[src/design/mud_pkg.sv]
`timescale 1ns / 1ps
`default_nettype none

package mud_pkg;

   // Width of each operand and result field on the stream ports
   localparam int FIELD_W = 32;

   // Stream payload widths: two fields packed back to back
   localparam int REQ_DATA_W = 2 * FIELD_W;
   localparam int RSP_DATA_W = 2 * FIELD_W;

   // Number of operand bits that one byte count selects, clamped to the field
   function automatic int operand_bits(input int bytes);
      int bits;
      bits = bytes * 8;
      return (bits > FIELD_W) ? FIELD_W : bits;
   endfunction

endpackage

`default_nettype wire

[src/design/mud_core.sv]
`timescale 1ns / 1ps
`default_nettype none

module mud_core #(
   parameter int DVD_W = 32,
   parameter int DVS_W = 32
) (
   input  wire logic             clock,
   input  wire logic             reset,
   input  wire logic             start,
   input  wire logic [DVD_W-1:0] dividend,
   input  wire logic [DVS_W-1:0] divisor,
   output logic                  idle,
   output logic                  done,
   input  wire logic             take,
   output logic [DVD_W-1:0]      quotient,
   output logic [DVS_W-1:0]      remainder,
   output logic                  divide_ok
);

   localparam int CNT_W = $clog2(DVD_W);

   typedef enum logic [1:0] {
      S_IDLE,
      S_RUN,
      S_DONE
   } state_type;

   state_type        state_ff;
   logic [CNT_W-1:0] cnt_ff;
   logic [DVD_W-1:0] quo_ff;
   logic [DVS_W-1:0] rem_ff;
   logic [DVS_W-1:0] dvs_ff;
   logic             ok_ff;

   logic [DVS_W:0]   rem_shift;
   logic [DVS_W+1:0] trial;
   logic             fits;

   // Shift the next dividend bit into the partial remainder and try the subtract
   assign rem_shift = {rem_ff, quo_ff[DVD_W-1]};
   assign trial     = {1'b0, rem_shift} - {2'b00, dvs_ff};
   assign fits      = ~trial[DVS_W+1];

   // Sequence one quotient bit per cycle, most significant first
   always_ff @(posedge clock) begin
      if (reset) begin
         state_ff <= S_IDLE;
      end else begin
         unique case (state_ff)
            S_IDLE: begin
               if (start) begin
                  quo_ff   <= dividend;
                  rem_ff   <= '0;
                  dvs_ff   <= divisor;
                  ok_ff    <= (divisor != '0);
                  cnt_ff   <= CNT_W'(DVD_W - 1);
                  state_ff <= S_RUN;
               end
            end
            S_RUN: begin
               quo_ff <= {quo_ff[DVD_W-2:0], fits};
               rem_ff <= fits ? trial[DVS_W-1:0] : rem_shift[DVS_W-1:0];
               cnt_ff <= cnt_ff - 1'b1;
               if (cnt_ff == '0) begin
                  state_ff <= S_DONE;
               end
            end
            S_DONE: begin
               if (take) begin
                  state_ff <= S_IDLE;
               end
            end
            default: begin
               state_ff <= S_IDLE;
            end
         endcase
      end
   end

   assign idle      = (state_ff == S_IDLE);
   assign done      = (state_ff == S_DONE);
   assign quotient  = quo_ff;
   assign remainder = rem_ff;
   assign divide_ok = ok_ff;

endmodule

`default_nettype wire

[src/design/multiword_unsigned_divider_unit.sv]
`timescale 1ns / 1ps
`default_nettype none

// Unsigned divider: each request beat carries a dividend and a divisor and
// returns one response beat with the floor quotient, the remainder and a
// divide_ok flag; a zero divisor gives divide_ok low with quotient and
// remainder zero. Operands use only their low DIVIDEND_BYTES*8 and
// DIVISOR_BYTES*8 bits (at most 32). The divider is a bit-serial restoring
// unit that produces one quotient bit per cycle; each item passes through a
// load step, one step per dividend bit and a step that moves the result
// into the response register before the next request can be taken. The
// response register lets the next request start while a finished result
// waits for rsp_tready. One item is worked on at a time.
module multiword_unsigned_divider_unit #(
   parameter int DIVIDEND_BYTES = 4,
   parameter int DIVISOR_BYTES  = 4
) (
   input  wire logic                            clock,
   input  wire logic                            reset,
   // Request: dividend [31:0], divisor [63:32]
   input  wire logic [mud_pkg::REQ_DATA_W-1:0] req_tdata,
   input  wire logic                            req_tvalid,
   output logic                                 req_tready,
   // Response: quotient [31:0], remainder [63:32]
   output logic [mud_pkg::RSP_DATA_W-1:0]      rsp_tdata,
   // Response user: divide_ok [0]
   output logic                                 rsp_tuser,
   output logic                                 rsp_tvalid,
   input  wire logic                            rsp_tready
);

   localparam int DVD_W = mud_pkg::operand_bits(DIVIDEND_BYTES);
   localparam int DVS_W = mud_pkg::operand_bits(DIVISOR_BYTES);

   logic             core_idle;
   logic             core_done;
   logic             core_take;
   logic             core_start;
   logic [DVD_W-1:0] core_quo;
   logic [DVS_W-1:0] core_rem;
   logic             core_ok;

   logic [mud_pkg::RSP_DATA_W-1:0] rsp_data_ff;
   logic [mud_pkg::RSP_DATA_W-1:0] rsp_data_in;
   logic                           rsp_ok_ff;
   logic                           rsp_valid_ff;
   logic                           rsp_free;

   // Accept a request beat only while the divider is free
   assign req_tready = core_idle;
   assign core_start = req_tvalid & core_idle;

   mud_core #(
      .DVD_W (DVD_W),
      .DVS_W (DVS_W)
   ) u_core (
      .clock     (clock),
      .reset     (reset),
      .start     (core_start),
      .dividend  (req_tdata[DVD_W-1:0]),
      .divisor   (req_tdata[mud_pkg::FIELD_W+DVS_W-1:mud_pkg::FIELD_W]),
      .idle      (core_idle),
      .done      (core_done),
      .take      (core_take),
      .quotient  (core_quo),
      .remainder (core_rem),
      .divide_ok (core_ok)
   );

   // Hand the result over once the response register is empty or draining
   assign rsp_free  = ~rsp_valid_ff | rsp_tready;
   assign core_take = core_done & rsp_free;

   // Zero both fields on division by zero
   always_comb begin
      if (core_ok) begin
         rsp_data_in = {mud_pkg::FIELD_W'(core_rem), mud_pkg::FIELD_W'(core_quo)};
      end else begin
         rsp_data_in = '0;
      end
   end

   // Hold the response beat until the sink takes it
   always_ff @(posedge clock) begin
      if (reset) begin
         rsp_valid_ff <= 1'b0;
      end else if (core_take) begin
         rsp_valid_ff <= 1'b1;
         rsp_data_ff  <= rsp_data_in;
         rsp_ok_ff    <= core_ok;
      end else if (rsp_tready) begin
         rsp_valid_ff <= 1'b0;
      end
   end

   assign rsp_tvalid = rsp_valid_ff;
   assign rsp_tdata  = rsp_data_ff;
   assign rsp_tuser  = rsp_ok_ff;

`ifndef NO_ASSERTIONS
   // The divider goes busy right after taking a request
   assert property (@(posedge clock) disable iff (reset)
      req_tvalid && req_tready |=> !req_tready)
      else $error("divider still free after accepting a request");

   // A failed divide carries zero quotient and remainder
   assert property (@(posedge clock) disable iff (reset)
      rsp_tvalid && !rsp_tuser |-> rsp_tdata == '0)
      else $error("nonzero payload on division by zero");

   // A finished result stays parked while the response register is blocked
   assert property (@(posedge clock) disable iff (reset)
      core_done && rsp_tvalid && !rsp_tready |=> core_done && !req_tready)
      else $error("finished result left the divider while output was blocked");
`endif

endmodule

`default_nettype wire
[config.mk]
export PLATFORM = sky130hd
export DESIGN_NAME = multiword_unsigned_divider_unit
export DESIGN_NICKNAME = d
export VERILOG_FILES = /design/src/design/mud_pkg.sv /design/src/design/mud_core.sv /design/src/design/multiword_unsigned_divider_unit.sv
export SDC_FILE = /design/constraint.sdc
export NUM_CORES = 1
export LEC_CHECK = 0
export BUFFER_PORTS_ARGS = -buffer_cell sky130_fd_sc_hd__clkbuf_2
export CAP_MARGIN = 20
export CORE_ASPECT_RATIO = 0.5
export CORE_UTILIZATION = 57
export DETAILED_ROUTE_END_ITERATION = 7
export GPL_TIMING_DRIVEN = 1
export PLACE_DENSITY = 0.8
export SLEW_MARGIN = 30
export SYNTH_ARGS = -nofsm -noshare
export SYNTH_HDL_FRONTEND = slang
export SYNTH_SLANG_ARGS = --single-unit
[constraint.sdc]
create_clock -name clock -period 7.3 [get_ports clock]
set_clock_uncertainty 0.1 [all_clocks]
set_input_delay 0 -clock clock [delete_from_list [all_inputs] [get_ports clock]]
set_output_delay 0 -clock clock [all_outputs]
set_load 0.03 [all_outputs]
## After elaboration in Yosys (flattened, before gate mapping)

Cells that the tools add are included.

- Flip-flop bits (word level): 170
- Input bits: 68
- Output and inout bits: 67
- Word-level logic and storage cells: 44

- Add/subtract/negate cells: 2
- Equality and inequality tests: 5
- Mux-type cells: 13
- Bitwise logic cells: 6
- Reductions and logical operators: 9

Operators with widths:

| operator | count |
|---|---|
| $pmux W32 S2 | 2 |
| $mux W32 | 3 |
| $sub A33 B32 Y34 | 1 |
| $reduce_bool A32 Y1 | 1 |
| $pmux W5 S2 | 1 |
| $reduce_and A3 Y1 | 3 |
| $mux W2 | 3 |
| $ne A2 B1 Y1 const B | 3 |
| $pmux W2 S3 | 1 |
| $logic_not A5 Y1 | 1 |
| $mux W5 | 1 |
| $sub A5 B1 Y5 const B | 1 |
| $reduce_bool A2 Y1 | 2 |
| $not A1 Y1 | 3 |
| $and A1 B1 Y1 | 2 |
| $eq A2 B1 Y1 const B | 1 |
| $eq A2 B2 Y1 const B | 1 |
| $logic_not A2 Y1 | 1 |
| $mux W1 | 2 |
| $reduce_and A2 Y1 | 1 |
| $or A1 B1 Y1 | 1 |

## Depth between registers and ports, before layout

- Depth after elaboration: 5
- Mapped depth: 14
- Depth with buffers taken out: 12

## Hierarchy

A second synthesis with hierarchy kept.

- Cell total of the unflattened synthesis: 789
- Area total of the unflattened synthesis: 8767.2 µm²

By module, submodules not included:

| module | instances | cells each | area an instance (µm²) |
|---|---|---|---|
| mud_core | 1 | 647 | 6249.7 |
| multiword_unsigned_divider_unit | 1 | 142 | 2517.4 |

## Worst setup path after synthesis

Ideal clock, no wire load.

- Kind: register -> register
- Start point: reg u_core.state_ff[1]
- End point: reg u_core.cnt_ff[0] (enable)
- Data arrival time: 5.515 ns
- Data required time: 6.609 ns
- Slack: 1.094 ns
- Cell stages (with the launch flop): 4
- Buffers on the path: 1
- Clock period less this slack: 6.206 ns
- Path through: dfxtp_1 -> nand2b_1 -> clkbuf_1 -> o21ai_0

- Longest elaborated chain between the ends: 4
- Elaborated cells on any way between the ends: 6
- Classes of those cells: eq/ne (2); bitwise (1); reduce/logical (3)

RTL lines:

| what | line | source |
|---|---|---|
| from (decl) | mud_core.sv:29 | `state_type state_ff;` |
| from (signal assigned) | mud_core.sv:48 | `state_ff <= S_IDLE;` |
| from (signal assigned) | mud_core.sv:58 | `state_ff <= S_RUN;` |
| from (signal assigned) | mud_core.sv:66 | `state_ff <= S_DONE;` |
| $logic_not A2 Y1 | mud_core.sv:50, mud_core.sv:81 |  |
| $and A1 B1 Y1 | multiword_unsigned_divider_unit.sv:51 | `assign core_start = req_tvalid & core_idle;` |
| $ne A2 B1 Y1 (no source line) | - |  |
| $reduce_and A3 Y1 (no source line) * | - |  |
| to (signal assigned) | mud_core.sv:57 | `cnt_ff <= CNT_W'(DVD_W - 1);` |
| to (signal assigned) | mud_core.sv:64 | `cnt_ff <= cnt_ff - 1'b1;` |
| to (decl) | mud_core.sv:30 | `logic [CNT_W-1:0] cnt_ff;` |

Every way passes the cells marked *; elsewhere a longest branch is shown, timed or not.
A chain may end at the register's enable or synchronous reset.

## Worst setup path in the final report

- Start point: reg u_core.rem_ff[3], in the netlist u_core.remainder[3]
- End point: reg u_core.rem_ff[20], in the netlist u_core.remainder[20], data pin

- Longest elaborated chain between the ends: 3

RTL lines:

| what | line | source |
|---|---|---|
| from (decl) | mud_core.sv:32 | `logic [DVS_W-1:0] rem_ff;` |
| from (signal assigned) | mud_core.sv:63 | `rem_ff <= fits ? trial[DVS_W-1:0] : rem_shift[DVS_W-1:0];` |
| $sub A33 B32 Y34 | mud_core.sv:42 | `assign trial = {1'b0, rem_shift} - {2'b00, dvs_ff};` |
| $mux W32 | mud_core.sv:63 |  |
| $pmux W32 S2 | mud_core.sv:50 | `unique case (state_ff)` |

No other way between the ends.

==> results.md <==
* Maximum clock frequency at between 0.2 and 0.3 GHz
* Starting density of the core at approximately three fifths
* Die Ht at around 90 µm
* Crit path time final at about 3.8 ns
* Setup TNS at 0 ns
* IO Port Bufs at ~130
* Max-Slew Margin vs Limit at roughly 43%
* Slew Viols, Final at 0
* CTS tree: built
* Synth Flop Type: edfxtp_1
* Final Util at approximately 74%
* Post-synth cell types at 63
* Outcome: finished clean
* Reg2reg end: u_core.remainder[20]
* Crit end category: register
* Clock buffer depth at 2
* Post-Syn Area per Cell at around 11 µm²
* Commonest cells after routing, fill and taps aside: edfxtp_1 (167), clkbuf_2 (134), nand2_1 (128)
* Post-CTS Setup Bufs at 0
* Delay of the slowest cell on the worst path at 0.61 ns
* Post-synthesis cell area at 8490 µm²
* Register area share after synthesis at 59.8%
* # DRC at 0
* Vias in the first global route at ~6200
* Clock-pin transition on the worst setup and hold timing paths at 0.07 ns
* Clock Sinks at 170
* CP max stage cell: o21ai_4
* Io pins at about 140
* Initial antenna violation count at 0
* Number of max-cap violations at 0
* Clock root cell: clkbuf_16
* Pin count of the biggest net entering global routing at 66
* Synth warnings at 0
* Final hold violation count at 0
* Hold Worst Slack at between 0.2 and 0.25 ns
* N_diodes at 0
* Slew at the pin closest to its max-slew limit at 0.843 ns
* Overall die width at 175 µm
* Drt first pass iters at 5
* Instance area at placement at approximately 9400 µm²
* Max FO, Critical Path at 23
* Cell breakdown of the critical path: ha_1 -> a21o_1 -> a211o_1 -> o21ai_1 -> a211oi_2 -> a21oi_2 -> o31ai_4 -> o21ai_4 -> buf_4 -> mux2i_1 -> nor2_1
* Total CTS buffers at 17
* Final nets at about 1000
* Area growth syn-to-layout at 25.9%
* Crit path DAT at between 3 and 4 ns
* Worst skew pair latency at 0.43 ns
* Async set-reset flop share out of synthesis at 0%
* Startpoint Class: register
* Final WL at 19.1 mm
* Detailed Place HPWL at about 13 mm
* Tcrit/Tclk final at a little over half
* Unrepaired setup endpoints after global routing: false
* Die footprint at 15400 µm²
* Worst EP required at around 7.3 ns
* Htree depth at 4
* Design area at around 11000 µm²
* R2R setup slack at between 3 and 4 ns
* Mapped Cells at between 700 and 800
* RD Place Congestion at between 0.8 and 0.9
* Syn nets at approximately 840
* P_leak at approximately 4.4 nW
* Remaining Overflow, GRT at 0
* Via count at around 6300
* Via density at about 5.5
* Crit path to: u_core.remainder[20]
* Setup CP Type: reg2reg
* Pwr Density at approximately 240 nW/µm²
* Critical path startpoint: u_core.remainder[3]
* Num rows at 31
* Routed Antenna Nets at 0
* Routed len/inst at between 15 and 20 µm
* Share of layout cells above drive strength 1 at approximately a fifth
* Min-Delay Path Class: in2reg
* Global-route wire length before repair at approximately 30 mm
* Final setup fails at 0
* Core area at 14500 µm²
* R2R cell count at 11
* FF+latch count, synth at 170
* EDFF count, synth at around 170
* First-iteration detailed-routing DRC count at between 500 and 600
* Peak supply drop at ~0.00015 V
* Gr usage total at around 26%
* Reg2reg start: u_core.remainder[3]
* Commonest non-fill, non-tap cell in the layout: edfxtp_1
-- worst max-delay path, delay by kind of cell, from the launching register on --
family,cells,cell delay [ns]
AND/OR/NAND/NOR,1,0.07
adder cells (fa/ha/maj),1,0.37
multiplexers,1,0.25
buffers and inverters,1,0.44
flip-flops,1,0.41
AO/OA/AOI/OAI,7,1.90
-- cell families (layout without fill, tap and decap cells) --
group,after synthesis,count (layout),synth area share [%]
compound gates,110,110,8.82
xor+xnor,26,26,2.68
fa+ha+maj,34,34,5.10
buf+inv,68,285,3.18
flops,170,170,59.8
mux,24,24,2.84
simple gates,309,309,17.6
-- through the flow --
step                instances  total power [mW]  worst slack [ns]
finish                   1156              2.56              3.48
global route             1156              2.67              3.22
CTS                      1155              2.57              3.51
detailed placement       1055              1.67              3.53
global placement         1054              1.64              3.66
floorplan                 741              1.55              1.09
-- per-layer routing --
metal | global-route usage (%) | wire (µm)
met2 | 44.5 | 9190
met1 | 33.2 | 8480
met5 | 0 | 0
met3 | 4.81 | 1120
met4 | 9.17 | 313
-- Yosys cell counts, types with 7 or more instances --
master / count / share of area (%)
inv_1: 42 / 1.9
nor4_1: 9 / 0.66
a21oi_1: 35 / 2.1
nor3_1: 8 / 0.47
nand2_1: 128 / 5.7
nand3_1: 8 / 0.47
and2_1: 66 / 4.9
clkbuf_1: 17 / 0.75
mux2i_1: 23 / 2.7
nand2b_1: 8 / 0.59
a21o_1: 7 / 0.62
ha_1: 33 / 4.9
edfxtp_1: 167 / 59
o21ai_0: 17 / 1.0
nor2_1: 51 / 2.3
xnor2_1: 23 / 2.4
-- timing repair --
action                                 in CTS  in global routing
resized for setup                           0                  0
hold buffers                               68                  0
endpoints found under the hold margin      68                  0
-- power breakdown --
group / internal, mW / total [mW] / switching (mW)
registers: 1.15 / 1.18 / 0.0293
clock network: 0.456 / 0.875 / 0.420
logic: 0.217 / 0.511 / 0.293
-- state kept, by name (all words and copies together), names as in the netlist --
name	flops
rsp_tdata	64
u_core.cnt_ff	5
u_core.quotient	32
u_core.divide_ok	1
u_core.state_ff	2
rsp_tuser	1
rsp_tvalid	1
u_core.dvs_ff	32
u_core.remainder	32
-- worst min-delay path by stage --
stage,start,slack (ns),cells after the start,end
floorplan,reset,-0.03,1,rsp_tvalid
global placement,req_tdata[53],0.1,1,u_core.dvs_ff[21]
detailed placement,req_tdata[38],0.09,1,u_core.dvs_ff[6]
CTS,req_tdata[38],0.19,2,u_core.dvs_ff[6]
global route,req_tdata[39],0.20,2,u_core.dvs_ff[7]
finish,req_tdata[49],0.21,2,u_core.dvs_ff[17]
-- final cells by class --
type                            instances  area (µm²)
Clock inverter                         15         154
Tap cell                              198         248
Timing Repair Buffer                  211        1450
Fill cell                             959        3810
Multi-Input combinational cell        503        3190
Clock buffer                           17         425
Sequential cell                       170        5070
Inverter                               42         158
(Power assumes the default switching activity.)
